<file path="config.mk">
export PLATFORM = sky130hd
export DESIGN_NAME = pooled_priority_message_queue_flat
export DESIGN_NICKNAME = d
export VERILOG_FILES = /design/src/ppmq_pkg.sv /design/src/ppmq_in_if.sv /design/src/ppmq_out_if.sv /design/src/ppmq_ctrl.sv /design/src/ppmq_dp.sv /design/src/pooled_priority_message_queue.sv /design/src/flat_wrapper.sv
export VERILOG_INCLUDE_DIRS = /design/src /design/src/src
export SDC_FILE = /design/constraint.sdc
export NUM_CORES = 2
export LEC_CHECK = 0
export BUFFER_PORTS_ARGS = -buffer_cell sky130_fd_sc_hd__buf_2
export CAP_MARGIN = 25
export CORE_AREA = 2 2 429 431
export CTS_BUF_LIST = sky130_fd_sc_hd__clkbuf_2 sky130_fd_sc_hd__clkbuf_4 sky130_fd_sc_hd__clkbuf_8
export CTS_CLUSTER_DIAMETER = 60
export DETAILED_ROUTE_END_ITERATION = 8
export DIE_AREA = 0 0 431 433
export GPL_TIMING_DRIVEN = 0
export PLACE_DENSITY = 0.69
export SLEW_MARGIN = 20
export SYNTH_ARGS = -nofsm -noshare
export SYNTH_HDL_FRONTEND = slang
export SYNTH_SLANG_ARGS = --single-unit
</file>
<file path="constraint.sdc">
create_clock -name i_clk -period 22.5 [get_ports i_clk]
set_clock_uncertainty 0.05 [all_clocks]
set_input_delay 0 -clock i_clk [delete_from_list [all_inputs] [get_ports i_clk]]
set_output_delay 0 -clock i_clk [all_outputs]
set_load 0.03 [all_outputs]
</file>
<file path="src/pooled_priority_message_queue_macros.svh">
// Assertion helpers for the queue RTL.
`ifndef POOLED_PRIORITY_MESSAGE_QUEUE_MACROS_SVH
`define POOLED_PRIORITY_MESSAGE_QUEUE_MACROS_SVH

// A condition that must hold at every clock edge outside reset.
`define PPMQ_ASSERT_ALWAYS(label, clk, rst_n, cond) \
    label: assert property (@(posedge clk) disable iff (!rst_n) (cond)) \
        else $error("ppmq: invariant violated");

// A consequence that must hold in the cycle after its trigger.
`define PPMQ_ASSERT_NEXT(label, clk, rst_n, ante, cons) \
    label: assert property (@(posedge clk) disable iff (!rst_n) (ante) |=> (cons)) \
        else $error("ppmq: sequence check failed");

`endif

</file>
<file path="src/ppmq_pkg.sv">
`default_nettype none

package ppmq_pkg;

    // A poll never emits more than this many messages.
    localparam logic [4:0] MAX_OUT = 5'd16;

    typedef enum logic {
        CMD_SEND = 1'b0,
        CMD_POLL = 1'b1
    } t_command;

    typedef enum logic [1:0] {
        STAT_ACCEPTED = 2'd0,
        STAT_FULL     = 2'd1,
        STAT_MESSAGE  = 2'd2,
        STAT_NONE     = 2'd3
    } t_status;

    typedef enum logic [1:0] {
        S_IDLE,
        S_SEND,
        S_POLL_RD,
        S_POLL_OUT
    } t_state;

    // Controller to datapath.
    typedef struct packed {
        logic load_in;      // capture the accepted input item
        logic send_commit;  // store or drop the send, load its result
        logic poll_read;    // read the head slot of the top queue
        logic poll_commit;  // unlink that slot, load the message result
        logic poll_none;    // load the empty-poll result
    } t_dp_cmd;

    // Datapath to controller.
    typedef struct packed {
        logic in_is_poll;   // command of the item on the input channel
        logic poll_empty;   // nothing left to emit for this poll
        logic run_end;      // the message being emitted ends the poll
        logic out_free;     // the output register can take a result
    } t_dp_status;

endpackage

`default_nettype wire

</file>
<file path="src/ppmq_in_if.sv">
`default_nettype none

interface ppmq_in_if;
    logic        valid;
    logic        ready;
    logic        command;
    logic [31:0] dest;
    logic [1:0]  level;
    logic [63:0] body;
    logic [4:0]  max_count;

    modport source (output valid, command, dest, level, body, max_count, input ready);
    modport sink   (input valid, command, dest, level, body, max_count, output ready);
endinterface

`default_nettype wire

</file>
<file path="src/ppmq_out_if.sv">
`default_nettype none

interface ppmq_out_if;
    logic        valid;
    logic        ready;
    logic [1:0]  status;
    logic [31:0] ident;
    logic [31:0] out_dest;
    logic [1:0]  out_level;
    logic [63:0] out_body;
    logic [4:0]  held;
    logic        end_of_run;

    modport source (output valid, status, ident, out_dest, out_level, out_body, held,
                    end_of_run, input ready);
    modport sink   (input valid, status, ident, out_dest, out_level, out_body, held,
                    end_of_run, output ready);
endinterface

`default_nettype wire

</file>
<file path="src/ppmq_ctrl.sv">
`default_nettype none

module ppmq_ctrl
    import ppmq_pkg::*;
(
    input  wire        i_clk,
    input  wire        i_rst_n,
    input  wire        i_in_valid,
    input  t_dp_status i_status,
    output logic       o_in_ready,
    output t_dp_cmd    o_cmd
);

    t_state r_state;
    t_state n_state;

    always_ff @(posedge i_clk) begin
        if (!i_rst_n) begin
            r_state <= S_IDLE;
        end else begin
            r_state <= n_state;
        end
    end

    always_comb begin
        n_state    = r_state;
        o_in_ready = 1'b0;
        o_cmd      = '0;
        unique case (r_state)
            S_IDLE: begin
                o_in_ready = 1'b1;
                if (i_in_valid) begin
                    o_cmd.load_in = 1'b1;
                    n_state = i_status.in_is_poll ? S_POLL_RD : S_SEND;
                end
            end
            S_SEND: begin
                if (i_status.out_free) begin
                    o_cmd.send_commit = 1'b1;
                    n_state = S_IDLE;
                end
            end
            S_POLL_RD: begin
                if (i_status.poll_empty) begin
                    if (i_status.out_free) begin
                        o_cmd.poll_none = 1'b1;
                        n_state = S_IDLE;
                    end
                end else begin
                    o_cmd.poll_read = 1'b1;
                    n_state = S_POLL_OUT;
                end
            end
            S_POLL_OUT: begin
                if (i_status.out_free) begin
                    o_cmd.poll_commit = 1'b1;
                    n_state = i_status.run_end ? S_IDLE : S_POLL_RD;
                end
            end
            default: begin
                n_state = S_IDLE;
            end
        endcase
    end

endmodule

`default_nettype wire

</file>
<file path="src/ppmq_dp.sv">
`default_nettype none

`include "pooled_priority_message_queue_macros.svh"

module ppmq_dp
    import ppmq_pkg::*;
#(
    parameter int unsigned SLOTS  = 16,
    parameter int unsigned LEVELS = 4
) (
    input  wire         i_clk,
    input  wire         i_rst_n,
    ppmq_in_if.sink     i_msg,
    ppmq_out_if.source  o_res,
    input  t_dp_cmd     i_cmd,
    output t_dp_status  o_status
);

    localparam int unsigned SLOT_W = $clog2(SLOTS);
    localparam int unsigned LVL_W  = $clog2(LEVELS);
    localparam int unsigned OCC_W  = $clog2(SLOTS + 1);

    typedef struct packed {
        logic [31:0]      ident;
        logic [31:0]      dest;
        logic [LVL_W-1:0] level;
        logic [63:0]      body;
    } t_rec;

    // Captured input item.
    logic [31:0]      r_dest;
    logic [LVL_W-1:0] r_level;
    logic [63:0]      r_body;
    logic [4:0]       r_left;

    // Slot pool and queue bookkeeping.
    logic [SLOTS-1:0]  r_busy;
    logic [LEVELS-1:0] r_nonempty;
    logic [SLOT_W-1:0] r_head [LEVELS];
    logic [SLOT_W-1:0] r_tail [LEVELS];
    logic [OCC_W-1:0]  r_occ;
    logic [31:0]       r_last_ident;

    t_rec              mem_rec  [SLOTS];
    logic [SLOT_W-1:0] mem_link [SLOTS];
    t_rec              r_rd_rec;
    logic [SLOT_W-1:0] r_rd_link;

    // Slot being removed by the current poll step.
    logic [SLOT_W-1:0] r_slot;
    logic [LVL_W-1:0]  r_lvl_sel;
    logic              r_last_in_q;

    logic [SLOT_W-1:0] r_free_idx;
    logic              r_free_found;

    // Output register.
    logic        r_out_valid;
    t_status     r_status;
    logic [31:0] r_ident;
    logic [31:0] r_out_dest;
    logic [1:0]  r_out_level;
    logic [63:0] r_out_body;
    logic [4:0]  r_held;
    logic        r_end;

    logic [SLOT_W-1:0] free_idx;
    logic              free_found;
    logic [LVL_W-1:0]  top_lvl;
    logic [LEVELS-1:0] nonempty_after;
    logic [LVL_W-1:0]  in_level;
    logic [31:0]       next_ident;
    logic              out_free;
    logic              send_ok;

    // Lowest free slot, registered so a send reads it from a flop.
    always_comb begin
        free_idx   = '0;
        free_found = 1'b0;
        for (int i = SLOTS - 1; i >= 0; i--) begin
            if (!r_busy[i]) begin
                free_idx   = SLOT_W'(i);
                free_found = 1'b1;
            end
        end
    end

    // Highest non-empty level.
    always_comb begin
        top_lvl = '0;
        for (int i = 0; i < LEVELS; i++) begin
            if (r_nonempty[i]) begin
                top_lvl = LVL_W'(i);
            end
        end
    end

    always_comb begin
        nonempty_after = r_nonempty;
        if (r_last_in_q) begin
            nonempty_after[r_lvl_sel] = 1'b0;
        end
    end

    always_comb begin
        if (32'(i_msg.level) >= LEVELS) begin
            in_level = LVL_W'(LEVELS - 1);
        end else begin
            in_level = LVL_W'(i_msg.level);
        end
    end

    assign next_ident = r_last_ident + 32'd1;
    assign out_free   = !r_out_valid || o_res.ready;
    assign send_ok    = i_cmd.send_commit && r_free_found;

    assign o_status.in_is_poll = (t_command'(i_msg.command) == CMD_POLL);
    assign o_status.poll_empty = (r_left == 5'd0) || (r_nonempty == '0);
    assign o_status.run_end    = (r_left == 5'd1) || (nonempty_after == '0);
    assign o_status.out_free   = out_free;

    always_ff @(posedge i_clk) begin
        r_free_idx   <= free_idx;
        r_free_found <= free_found;
        if (i_cmd.load_in) begin
            r_dest  <= i_msg.dest;
            r_level <= in_level;
            r_body  <= i_msg.body;
            r_left  <= (i_msg.max_count > MAX_OUT) ? MAX_OUT : i_msg.max_count;
        end
        if (i_cmd.poll_read) begin
            r_slot      <= r_head[top_lvl];
            r_lvl_sel   <= top_lvl;
            r_last_in_q <= (r_head[top_lvl] == r_tail[top_lvl]);
        end
        if (i_cmd.poll_commit) begin
            r_left <= r_left - 5'd1;
        end
    end

    // Slot records and links.
    always_ff @(posedge i_clk) begin
        if (send_ok) begin
            mem_rec[r_free_idx] <= '{ident: next_ident, dest: r_dest, level: r_level,
                                     body: r_body};
            if (r_nonempty[r_level]) begin
                mem_link[r_tail[r_level]] <= r_free_idx;
            end
        end
        if (i_cmd.poll_read) begin
            r_rd_rec  <= mem_rec[r_head[top_lvl]];
            r_rd_link <= mem_link[r_head[top_lvl]];
        end
    end

    // Head and tail pointers are only read while their queue is non-empty.
    always_ff @(posedge i_clk) begin
        if (send_ok) begin
            r_tail[r_level] <= r_free_idx;
            if (!r_nonempty[r_level]) begin
                r_head[r_level] <= r_free_idx;
            end
        end
        if (i_cmd.poll_commit && !r_last_in_q) begin
            r_head[r_lvl_sel] <= r_rd_link;
        end
    end

    always_ff @(posedge i_clk) begin
        if (!i_rst_n) begin
            r_busy       <= '0;
            r_nonempty   <= '0;
            r_occ        <= '0;
            r_last_ident <= '0;
        end else begin
            if (send_ok) begin
                r_busy[r_free_idx]  <= 1'b1;
                r_nonempty[r_level] <= 1'b1;
                r_occ               <= r_occ + OCC_W'(1);
                r_last_ident        <= next_ident;
            end
            if (i_cmd.poll_commit) begin
                r_busy[r_slot] <= 1'b0;
                r_nonempty     <= nonempty_after;
                r_occ          <= r_occ - OCC_W'(1);
            end
        end
    end

    // Result register.
    always_ff @(posedge i_clk) begin
        if (!i_rst_n) begin
            r_out_valid <= 1'b0;
        end else if (i_cmd.send_commit || i_cmd.poll_commit || i_cmd.poll_none) begin
            r_out_valid <= 1'b1;
        end else if (o_res.ready) begin
            r_out_valid <= 1'b0;
        end
    end

    always_ff @(posedge i_clk) begin
        if (i_cmd.send_commit || i_cmd.poll_none) begin
            r_ident     <= '0;
            r_out_dest  <= '0;
            r_out_level <= '0;
            r_out_body  <= '0;
            r_held      <= 5'(r_occ);
            r_end       <= 1'b1;
            if (i_cmd.poll_none) begin
                r_status <= STAT_NONE;
            end else if (r_free_found) begin
                r_status <= STAT_ACCEPTED;
                r_ident  <= next_ident;
                r_held   <= 5'(r_occ + OCC_W'(1));
            end else begin
                r_status <= STAT_FULL;
            end
        end else if (i_cmd.poll_commit) begin
            r_status    <= STAT_MESSAGE;
            r_ident     <= r_rd_rec.ident;
            r_out_dest  <= r_rd_rec.dest;
            r_out_level <= 2'(r_rd_rec.level);
            r_out_body  <= r_rd_rec.body;
            r_held      <= 5'(r_occ - OCC_W'(1));
            r_end       <= o_status.run_end;
        end
    end

    assign o_res.valid      = r_out_valid;
    assign o_res.status     = r_status;
    assign o_res.ident      = r_ident;
    assign o_res.out_dest   = r_out_dest;
    assign o_res.out_level  = r_out_level;
    assign o_res.out_body   = r_out_body;
    assign o_res.held       = r_held;
    assign o_res.end_of_run = r_end;

    `PPMQ_ASSERT_ALWAYS(a_occ_matches_busy, i_clk, i_rst_n, $countones(r_busy) == r_occ)
    `PPMQ_ASSERT_ALWAYS(a_empty_queues_empty_pool, i_clk, i_rst_n, (r_nonempty != '0) || (r_occ == '0))
    `PPMQ_ASSERT_NEXT(a_send_takes_slot, i_clk, i_rst_n, send_ok, r_occ == $past(r_occ) + OCC_W'(1))

endmodule

`default_nettype wire

</file>
<file path="src/pooled_priority_message_queue.sv">
// Pooled strict-priority message queue.
//
// Items arrive on i_msg (valid/ready). A send (command 0) stores its message in
// the lowest free slot of a pool of SLOTS entries and queues it on its priority
// level; a poll (command 1) drains up to max_count messages, highest level first
// and oldest first within a level. Results leave on o_res (valid/ready), one per
// send and one per emitted message, with end_of_run set on the last result of
// each item. A send on a full pool and a poll that finds nothing each give one
// result of their own.
// Steps: a send is accepted, then committed into the output register. A poll
// is accepted and then, for each emitted message, reads its slot memory entry
// into a register (S_POLL_RD) and commits it to the output register (S_POLL_OUT);
// a poll that emits nothing is accepted and then commits only its none result.
// One item is worked on at a time; i_msg.ready is high only while idle.
// The output register decouples the two sides: when o_res stalls, the block
// holds its current step until the register frees up, and nothing is dropped.
// Reset (synchronous, active low) empties the pool and all queues at once and
// restarts message ids so that the first accepted send gets id 1.
`default_nettype none

module pooled_priority_message_queue
    import ppmq_pkg::*;
#(
    parameter int unsigned SLOTS  = 16,
    parameter int unsigned LEVELS = 4
) (
    input  wire        i_clk,
    input  wire        i_rst_n,
    ppmq_in_if.sink    i_msg,
    ppmq_out_if.source o_res
);

    t_dp_cmd    cmd;
    t_dp_status status;
    logic       in_ready;

    // The controller sequences sends and polls; the datapath owns all storage.
    ppmq_ctrl u_ctrl (
        .i_clk      (i_clk),
        .i_rst_n    (i_rst_n),
        .i_in_valid (i_msg.valid),
        .i_status   (status),
        .o_in_ready (in_ready),
        .o_cmd      (cmd)
    );

    // The input channel is open exactly while the controller is idle.
    assign i_msg.ready = in_ready;

    ppmq_dp #(
        .SLOTS  (SLOTS),
        .LEVELS (LEVELS)
    ) u_dp (
        .i_clk    (i_clk),
        .i_rst_n  (i_rst_n),
        .i_msg    (i_msg),
        .o_res    (o_res),
        .i_cmd    (cmd),
        .o_status (status)
    );

endmodule

`default_nettype wire

</file>
<file path="src/flat_wrapper.sv">
// flat-port wrapper written by rule: the top's interface ports become plain ports
module pooled_priority_message_queue_flat import ppmq_pkg::*;
#(
    parameter int unsigned SLOTS  = 16,
    parameter int unsigned LEVELS = 4
)
  (i_clk, i_rst_n, i_msg_valid, i_msg_command, i_msg_dest, i_msg_level, i_msg_body, i_msg_max_count, i_msg_ready, o_res_valid, o_res_status, o_res_ident, o_res_out_dest, o_res_out_level, o_res_out_body, o_res_held, o_res_end_of_run, o_res_ready);
  ppmq_in_if i_msg_i ();
  ppmq_out_if o_res_i ();
  input  wire i_clk;
  input  wire i_rst_n;
  input wire logic [$bits(i_msg_i.valid)-1:0] i_msg_valid;
  input wire logic [$bits(i_msg_i.command)-1:0] i_msg_command;
  input wire logic [$bits(i_msg_i.dest)-1:0] i_msg_dest;
  input wire logic [$bits(i_msg_i.level)-1:0] i_msg_level;
  input wire logic [$bits(i_msg_i.body)-1:0] i_msg_body;
  input wire logic [$bits(i_msg_i.max_count)-1:0] i_msg_max_count;
  output wire logic [$bits(i_msg_i.ready)-1:0] i_msg_ready;
  output wire logic [$bits(o_res_i.valid)-1:0] o_res_valid;
  output wire logic [$bits(o_res_i.status)-1:0] o_res_status;
  output wire logic [$bits(o_res_i.ident)-1:0] o_res_ident;
  output wire logic [$bits(o_res_i.out_dest)-1:0] o_res_out_dest;
  output wire logic [$bits(o_res_i.out_level)-1:0] o_res_out_level;
  output wire logic [$bits(o_res_i.out_body)-1:0] o_res_out_body;
  output wire logic [$bits(o_res_i.held)-1:0] o_res_held;
  output wire logic [$bits(o_res_i.end_of_run)-1:0] o_res_end_of_run;
  input wire logic [$bits(o_res_i.ready)-1:0] o_res_ready;
  assign i_msg_i.valid = i_msg_valid;
  assign i_msg_i.command = i_msg_command;
  assign i_msg_i.dest = i_msg_dest;
  assign i_msg_i.level = i_msg_level;
  assign i_msg_i.body = i_msg_body;
  assign i_msg_i.max_count = i_msg_max_count;
  assign i_msg_ready = i_msg_i.ready;
  assign o_res_valid = o_res_i.valid;
  assign o_res_status = o_res_i.status;
  assign o_res_ident = o_res_i.ident;
  assign o_res_out_dest = o_res_i.out_dest;
  assign o_res_out_level = o_res_i.out_level;
  assign o_res_out_body = o_res_i.out_body;
  assign o_res_held = o_res_i.held;
  assign o_res_end_of_run = o_res_i.end_of_run;
  assign o_res_i.ready = o_res_ready;
  pooled_priority_message_queue #(.SLOTS(SLOTS), .LEVELS(LEVELS)) u_core (.i_clk(i_clk), .i_rst_n(i_rst_n), .i_msg(i_msg_i), .o_res(o_res_i));
endmodule
</file>
**Word-level counts from Yosys, hierarchy flattened**

Memory sizes are Yosys's and may differ from the RTL's. A register that Yosys moved wholly into a read port is not among the register bits.
Cells that the tools add are included.

- Input bits: 108
- Register bits: 313
- Logic and storage cells: 168
- Memories kept: 4
- Output and inout port bits: 140
- Bits in writable memories: 2176

Memory list:

| memory | words | bits a word | read ports | clocked after memory_dff | write ports | line | RTL |
|---|---|---|---|---|---|---|---|
| u_core.u_dp.mem_rec | 16 | 130 | 1 | 1 | 1 | ppmq_dp.sv:44 | `t_rec mem_rec [SLOTS];` |
| u_core.u_dp.mem_link | 16 | 4 | 1 | 1 | 1 | ppmq_dp.sv:45 | `logic [SLOT_W-1:0] mem_link [SLOTS];` |
| u_core.u_dp.r_head | 4 | 4 | 1 | 0 | 1 | ppmq_dp.sv:39 | `logic [SLOT_W-1:0] r_head [LEVELS];` |
| u_core.u_dp.r_tail | 4 | 4 | 2 | 1 | 1 | ppmq_dp.sv:40 | `logic [SLOT_W-1:0] r_tail [LEVELS];` |

- Add/sub/neg operators: 4
- Eq/ne operators: 7
- Mux-type cells: 85
- Reduce and logical (&&, ||, !) cells: 28
- Magnitude comparators: 9
- Bitwise gates (word level): 6

Operators by type and width:

| operator | number |
|---|---|
| two-way mux 32 bit | 4 |
| two-way mux 16 bit | 3 |
| two-way mux 4 bit | 12 |
| two-way mux 5 bit | 9 |
| adder 32 x 1 -> 32 bit (second input constant) | 1 |
| two-way mux 1 bit | 32 |
| two-way mux 2 bit | 15 |
| AND 16 bit | 1 |
| NOT 16 bit | 1 |
| bitwise OR 16 bit | 1 |
| AND reduction 15 bit | 1 |
| two-way mux 3 bit | 4 |
| less-than comparator 4 x 5 -> 1 bit (second input constant) | 2 |
| subtractor 5 x 1 -> 5 bit (second input constant) | 2 |
| demux 1 bit (select 4 bit) | 2 |
| >= comparator 4 x 1 -> 1 bit (second input constant) | 2 |
| zero test 4 bit | 2 |
| case mux 2 bit (4 select lines) | 1 |
| AND reduction 8 bit | 1 |
| nonzero test 2 bit | 4 |
| logical AND 1 bit | 6 |
| logical OR 1 bit | 6 |
| less-than comparator 2 x 3 -> 1 bit (second input constant) | 2 |
| adder 5 x 1 -> 5 bit (second input constant) | 1 |
| other kinds (18) | 24 |

**Depth between registers and ports, before layout**

- Depth after elaboration: 15
- Mapped depth: 11
- Depth with buffers taken out: 7

**Worst setup path after synthesis**

OpenSTA, ideal clock, no wires.

- Path kind: reg-to-reg
- Start point: register u_core.u_dp.r_out_valid (netlist: u_core.u_dp.o_res.valid)
- End point: register u_core.u_dp.r_busy[2]
- Cell stages (with the launch flop): 8
- Data arrival time: 11.357 ns
- Path slack: 10.995 ns
- Required time: 22.352 ns
- Setup time: 0.098 ns
- Clock period less this slack: 11.505 ns
- Buffers on the path: 1
- Cells stage by stage: dfxtp_1 -> nor2b_1 -> or4_1 -> buf_2 -> nor2_1 -> nand2_1 -> nor3_1 -> o221a_2

- Word-level cells in the longest chain between the ends: 9
- Elaborated cells on any way between the ends: 10
- Classes of those cells: 6 x mux; 1 x bitwise; 3 x reduce/logical

Ends and longest elaborated chain:

| what | line | RTL |
|---|---|---|
| from (decl) | ppmq_dp.sv:58 | `logic r_out_valid;` |
| from (signal assigned) | ppmq_dp.sv:193 | `r_out_valid <= 1'b0;` |
| from (signal assigned) | ppmq_dp.sv:195 | `r_out_valid <= 1'b1;` |
| from (signal assigned) | ppmq_dp.sv:197 | `r_out_valid <= 1'b0;` |
| zero test 1 bit * | ppmq_dp.sv:114 | `assign out_free = !r_out_valid \|\| o_res.ready;` |
| logical OR 1 bit * | ppmq_dp.sv:114 |  |
| two-way mux 1 bit * | ppmq_ctrl.sv:38, ppmq_ctrl.sv:55 |  |
| two-way mux 1 bit | ppmq_ctrl.sv:29 | `unique case (r_state)` |
| logical AND 1 bit | ppmq_dp.sv:115 | `assign send_ok = i_cmd.send_commit && r_free_found;` |
| two-way mux 16 bit | ppmq_dp.sv:176 | `if (send_ok) begin` |
| two-way mux 16 bit | ppmq_dp.sv:170 | `if (!i_rst_n) begin` |
| AND 16 bit (no source line) | n/a |  |
| two-way mux 16 bit * | ppmq_dp.sv:182 | `if (i_cmd.poll_commit) begin` |
| to (signal assigned) | ppmq_dp.sv:171 | `r_busy <= '0;` |
| to (signal, indexed assignment) | ppmq_dp.sv:177 | `r_busy[r_free_idx] <= 1'b1;` |
| to (signal, indexed assignment) | ppmq_dp.sv:183 | `r_busy[r_slot] <= 1'b0;` |
| to (decl) | ppmq_dp.sv:37 | `logic [SLOTS-1:0] r_busy;` |

Mark *: on every way between the ends. The rest lies on a longest branch, timed or not. The select of a mux whose other input is x is not followed.
A chain may end at the register's enable or synchronous reset.

**Worst setup path after layout**

- Start point: register u_core.u_dp.r_free_found
- End point: memory u_core.u_dp.mem_rec[3][24] in the netlist's numbering, enable pin

- Word-level cells in the longest chain between the ends: 3

Ends and longest elaborated chain:

| what | line | RTL |
|---|---|---|
| from (decl) | ppmq_dp.sv:55 | `logic r_free_found;` |
| from (signal assigned) | ppmq_dp.sv:124 | `r_free_found <= free_found;` |
| logical AND 1 bit | ppmq_dp.sv:115 |  |
| two-way mux 1 bit | ppmq_dp.sv:143 | `if (send_ok) begin` |
| two-way mux 1 bit (implied by the code) | ppmq_dp.sv:144 | `mem_rec[r_free_idx] <= '{ident: next_ident, dest: r_dest, level: r_level,` |
| to (decl) | ppmq_dp.sv:44 |  |

No other way between the ends.

==> PnR_summary.wiki <==
{| class="wikitable"
! Metric !! Value
|-
| Run status || finished, final reports clean
|-
| First-pass detailed-route iteration total || 8
|-
| Arrival time at the worst endpoint || ~5.2 ns
|-
| Kind of critical path || reg2reg
|-
| Average via count per standard cell || a little under 6
|-
| Width of the die || about 430 um
|-
| Residual overflow from global routing || 0
|-
| Period utilisation layout || 0.1981
|-
| Die Height || about 430 um
|-
| Setup violation total in the final timing report || 0
|-
| Setup TNS || 0 ns
|-
| Clock tree from TritonCTS || done
|-
| Post_cts resized || 0
|-
| WL per Instance || roughly 25 um
|-
| First DRT Iteration DRCs || slightly below 8000
|-
| Ys Warns || 0
|-
| Post-Syn Instances || 7847
|-
| Path category of the worst min-delay check || in2reg
|-
| Fraction of power spent switching nets || 0.2494
|-
| Number of enable flip-flop cells after synthesis || roughly 2500
|-
| CP Max Fanout || 9
|-
| Net count reported at finish || slightly above 9000
|-
| Leading cell type in the layout, fill and taps excluded || edfxtp_1
|-
| Placed standard-cell area || about 110000 um2
|-
| Root Buffer || clkbuf_8
|-
| Cell Pwr Density || approximately 87 nW/um2
|-
| Final core occ || 0.6564
|-
| RePlAce Congestion || between 0.8 and 0.9
|-
| Fmax || roughly 220 MHz
|-
| Unrepaired setup endpoints after global routing || no
|-
| Net switching power of the design || roughly 0.0026 W
|-
| First-pass GRT wire length || around 420 mm
|-
| Clock transition time at the flip-flop clock pins of the worst setup and hold paths || 0.06 ns
|-
| Count of cell types in the netlist || 69
|-
| Clock latency of the later-clocked register in the worst-skew pair || between 1 and 1.5 ns
|-
| Post-synthesis instance area || 101300 um2
|-
| Critical path required time || approximately 23 ns
|-
| CP Capture Type || flop
|-
| Overall global routing resource usage || 0.3078
|-
| Async S/R FF share, synth || 0
|-
| Site Rows || 157
|-
| Measured slew at the worst slew-check pin || 1.142 ns
|-
| Minimum setup slack among reg-to-reg paths || around 18 ns
|-
| Quantity of hold-fixing buffers added after cts || ~230
|-
| Final wirelength || a little under 300 mm
|-
| Maximum root-to-sink buffer count || 4
|-
| Total of flip-flops plus latches after synthesis || 2625
|-
| Die area || 186600 um2
|-
| Maximum number of pins on one net before global-route repair || 45
|-
| Sequential cell area fraction in the yosys report || 0.7618
|-
| Core region area || 182100 um2
|-
| Shortest period the worst path allows || between 4 and 5 ns
|-
| Max_slew headroom || 0.2351
|-
| Number of buffers inserted to repair setup after CTS || 0
|-
| Layout cells sized above 1 || 0.1631
|-
| Number of sinks driven by the clock tree || 2625
|-
| Number of buffers created by CTS || about 430
|-
| Total via count after detailed routing || roughly 68000
|-
| IR Drop Worst-Case VDD || just under 0.08 mV
|-
| Detailed Place HPWL || slightly below 200 mm
|-
| Antenna violations before repair || 22
|-
| Leakage component of the power || 42.96 nW
|-
| Via count of the first global-routing pass || between 60000 and 70000
|-
| Synthesis-to-layout area growth || 18.01%
|-
| Clk pwr share || 0.383
|-
| Internal power || approximately 0.008 W
|-
| Port Buf Inserts || 246
|-
| Number of pins exceeding their max-slew limit in the final report || 0
|-
| Most instantiated flip-flop cell in the synthesis netlist || edfxtp_1
|-
| Mean instance size in the synthesized netlist || between 10 and 15 um2
|-
| I/O pins || 248
|-
| Post-route DRC violation count || 0
|-
| Power Total || 0.01045 W
|-
| Count of max-cap constraint violations || 0
|-
| Fraction of power consumed by combinational cells || 0.089
|-
| Sequential fraction of design power || 0.529
|-
| CTS H-tree lvls || 5
|-
| Endpoints failing hold || 0
|-
| Setup crit start kind || flop
|-
| Number of nets in the synthesized netlist || around 8000
|-
| Effective utilization at floorplan || 0.5562
|-
| Antenna-violating nets left || 0
|-
| Final design instance area without fill || 119500 um2
|-
| Top library cells by usage in the layout, fill and taps aside || edfxtp_1 (2459), nand2_1 (2392), nand3_1 (1629), buf_2 (542), clkbuf_8 (452)
|}
[worst max-delay path: stages, from the launching register on]
cell and delay (ns):
dfxtp_1 0.43, inv_1 0.12, nor4_2 0.54, clkbuf_2 0.31
nand3_1 0.32, nor3_2 0.71, buf_6 0.24, buf_6 0.16
buf_6 0.15, buf_4 0.19, buf_4 0.20, buf_4 0.21
buf_4 0.21, buf_6 0.17, buf_6 0.15
[logic make-up (layout without fill, tap and decap cells)]
group,Yosys count,after routing,share of synthesized area
xor+xnor,73,73,0.006386
mux,21,21,0.002989
simple gates,4372,4372,0.1894
buf+inv,508,1928,0.02290
fa+ha+maj,5,5,0.0006176
flops,2625,2625,0.7618
other cells,0,10,0
compound gates,243,243,0.01587
[metrics by stage]
step / std cells / hold WS [ns] / worst slack [ns]
global route: 11650 / 0.06590 / 17.85
CTS: 11650 / 0.005759 / 17.81
global placement: 10480 / 0.1262 / 1.606
detailed placement: 10660 / 0.1281 / 17.81
floorplan: 7847 / 0.04887 / 10.99
finish: 11660 / 0.09349 / 18.04
[power groups by stage]
stage	Sequential, W	Combinational [W]	Clock, W
2_1_floorplan	0.00563	0.000462	0
3_3_place_gp	0.00563	0.000844	0
3_5_place_dp	0.00562	0.000881	0
4_1_cts	0.00552	0.000916	0.00403
5_1_grt	0.00553	0.000985	0.00424
6_report	0.00552	0.000925	0.00400
[final timing paths]
path,endpoint,from,depth (start not counted)
worst max-delay path,u_core.u_dp.mem_rec[3][24]$_DFFE_PP_,u_core.u_dp.r_free_found$_SDFF_PN1_,14
worst min-delay path,u_core.u_dp.r_dest[15]$_DFFE_PP_,i_msg_dest[15],3
worst max register to register,u_core.u_dp.mem_rec[3][24]$_DFFE_PP_,u_core.u_dp.r_free_found$_SDFF_PN1_,14
worst min register to register,u_core.u_dp.o_res.out_dest[23]$_SDFFE_PN0P_,u_core.u_dp.o_res.out_dest[23]$_SDFFE_PN0P_,2
[registers in the layout, summed over array words and instances, names as in the netlist, 64 cells and up, named ones only]
| register | count |
|---|---|
| u_core.u_dp.mem_rec | 2080 |
| u_core.u_dp.r_body | 64 |
| u_core.u_dp.mem_link | 64 |
| u_core.u_dp.r_rd_rec | 130 |
| u_core.u_dp.o_res.out_body | 64 |
[final cells by class]
| type | instances | area [um2] |
|---|---|---|
| antenna | 10 | 25.02 |
| multi-input combinational | 4714 | 22160 |
| timing repair buffer | 667 | 6706 |
| sequential | 2625 | 77170 |
| clock inverter | 160 | 872.1 |
| clock buffer | 593 | 7279 |
| buffer | 489 | 2262 |
| fill | 13070 | 62570 |
| tap | 2385 | 2984 |
| inverter | 19 | 72.57 |
[cell usage after synthesis, drive strengths merged (4+ instances only)]
cell	instances	area (um2)
edfxtp	2459	73840
nand2	2393	8982
nand3	1630	8163
buf	336	1672
dfxtp	166	3323
clkbuf	153	575.6
nand4	145	907.1
a21oi	116	580.6
nor2	72	270.3
xnor2	43	384.1
xor2	30	262.8
and2	29	181.4
o21ai	29	145.1
a22o	21	183.9
nor3	19	110.1
inv	18	67.56
nand2b	17	106.4
nor2b	17	106.4
o221a	16	180.2
and3	13	81.33
a22oi	10	75.07
or2	9	56.31
a21o	8	60.06
mux2	8	97.59
mux2i	8	92.59
nand3b	8	60.06
a31oi	7	43.79
a21boi	6	45.04
or3	6	37.54
ha	5	62.56
mux4	5	112.6
o21a	5	37.54
and4	4	35.03
[layer usage]
metal	vias to the layer above	GRT usage	routed length, um
li1	30550	-	-
met1	33510	0.3798	105700
met2	3692	0.5115	141500
met3	725	0.05928	25850
met4	2	0.1754	16910
met5	-	0	13
Power figures use the tool's default switching activity.
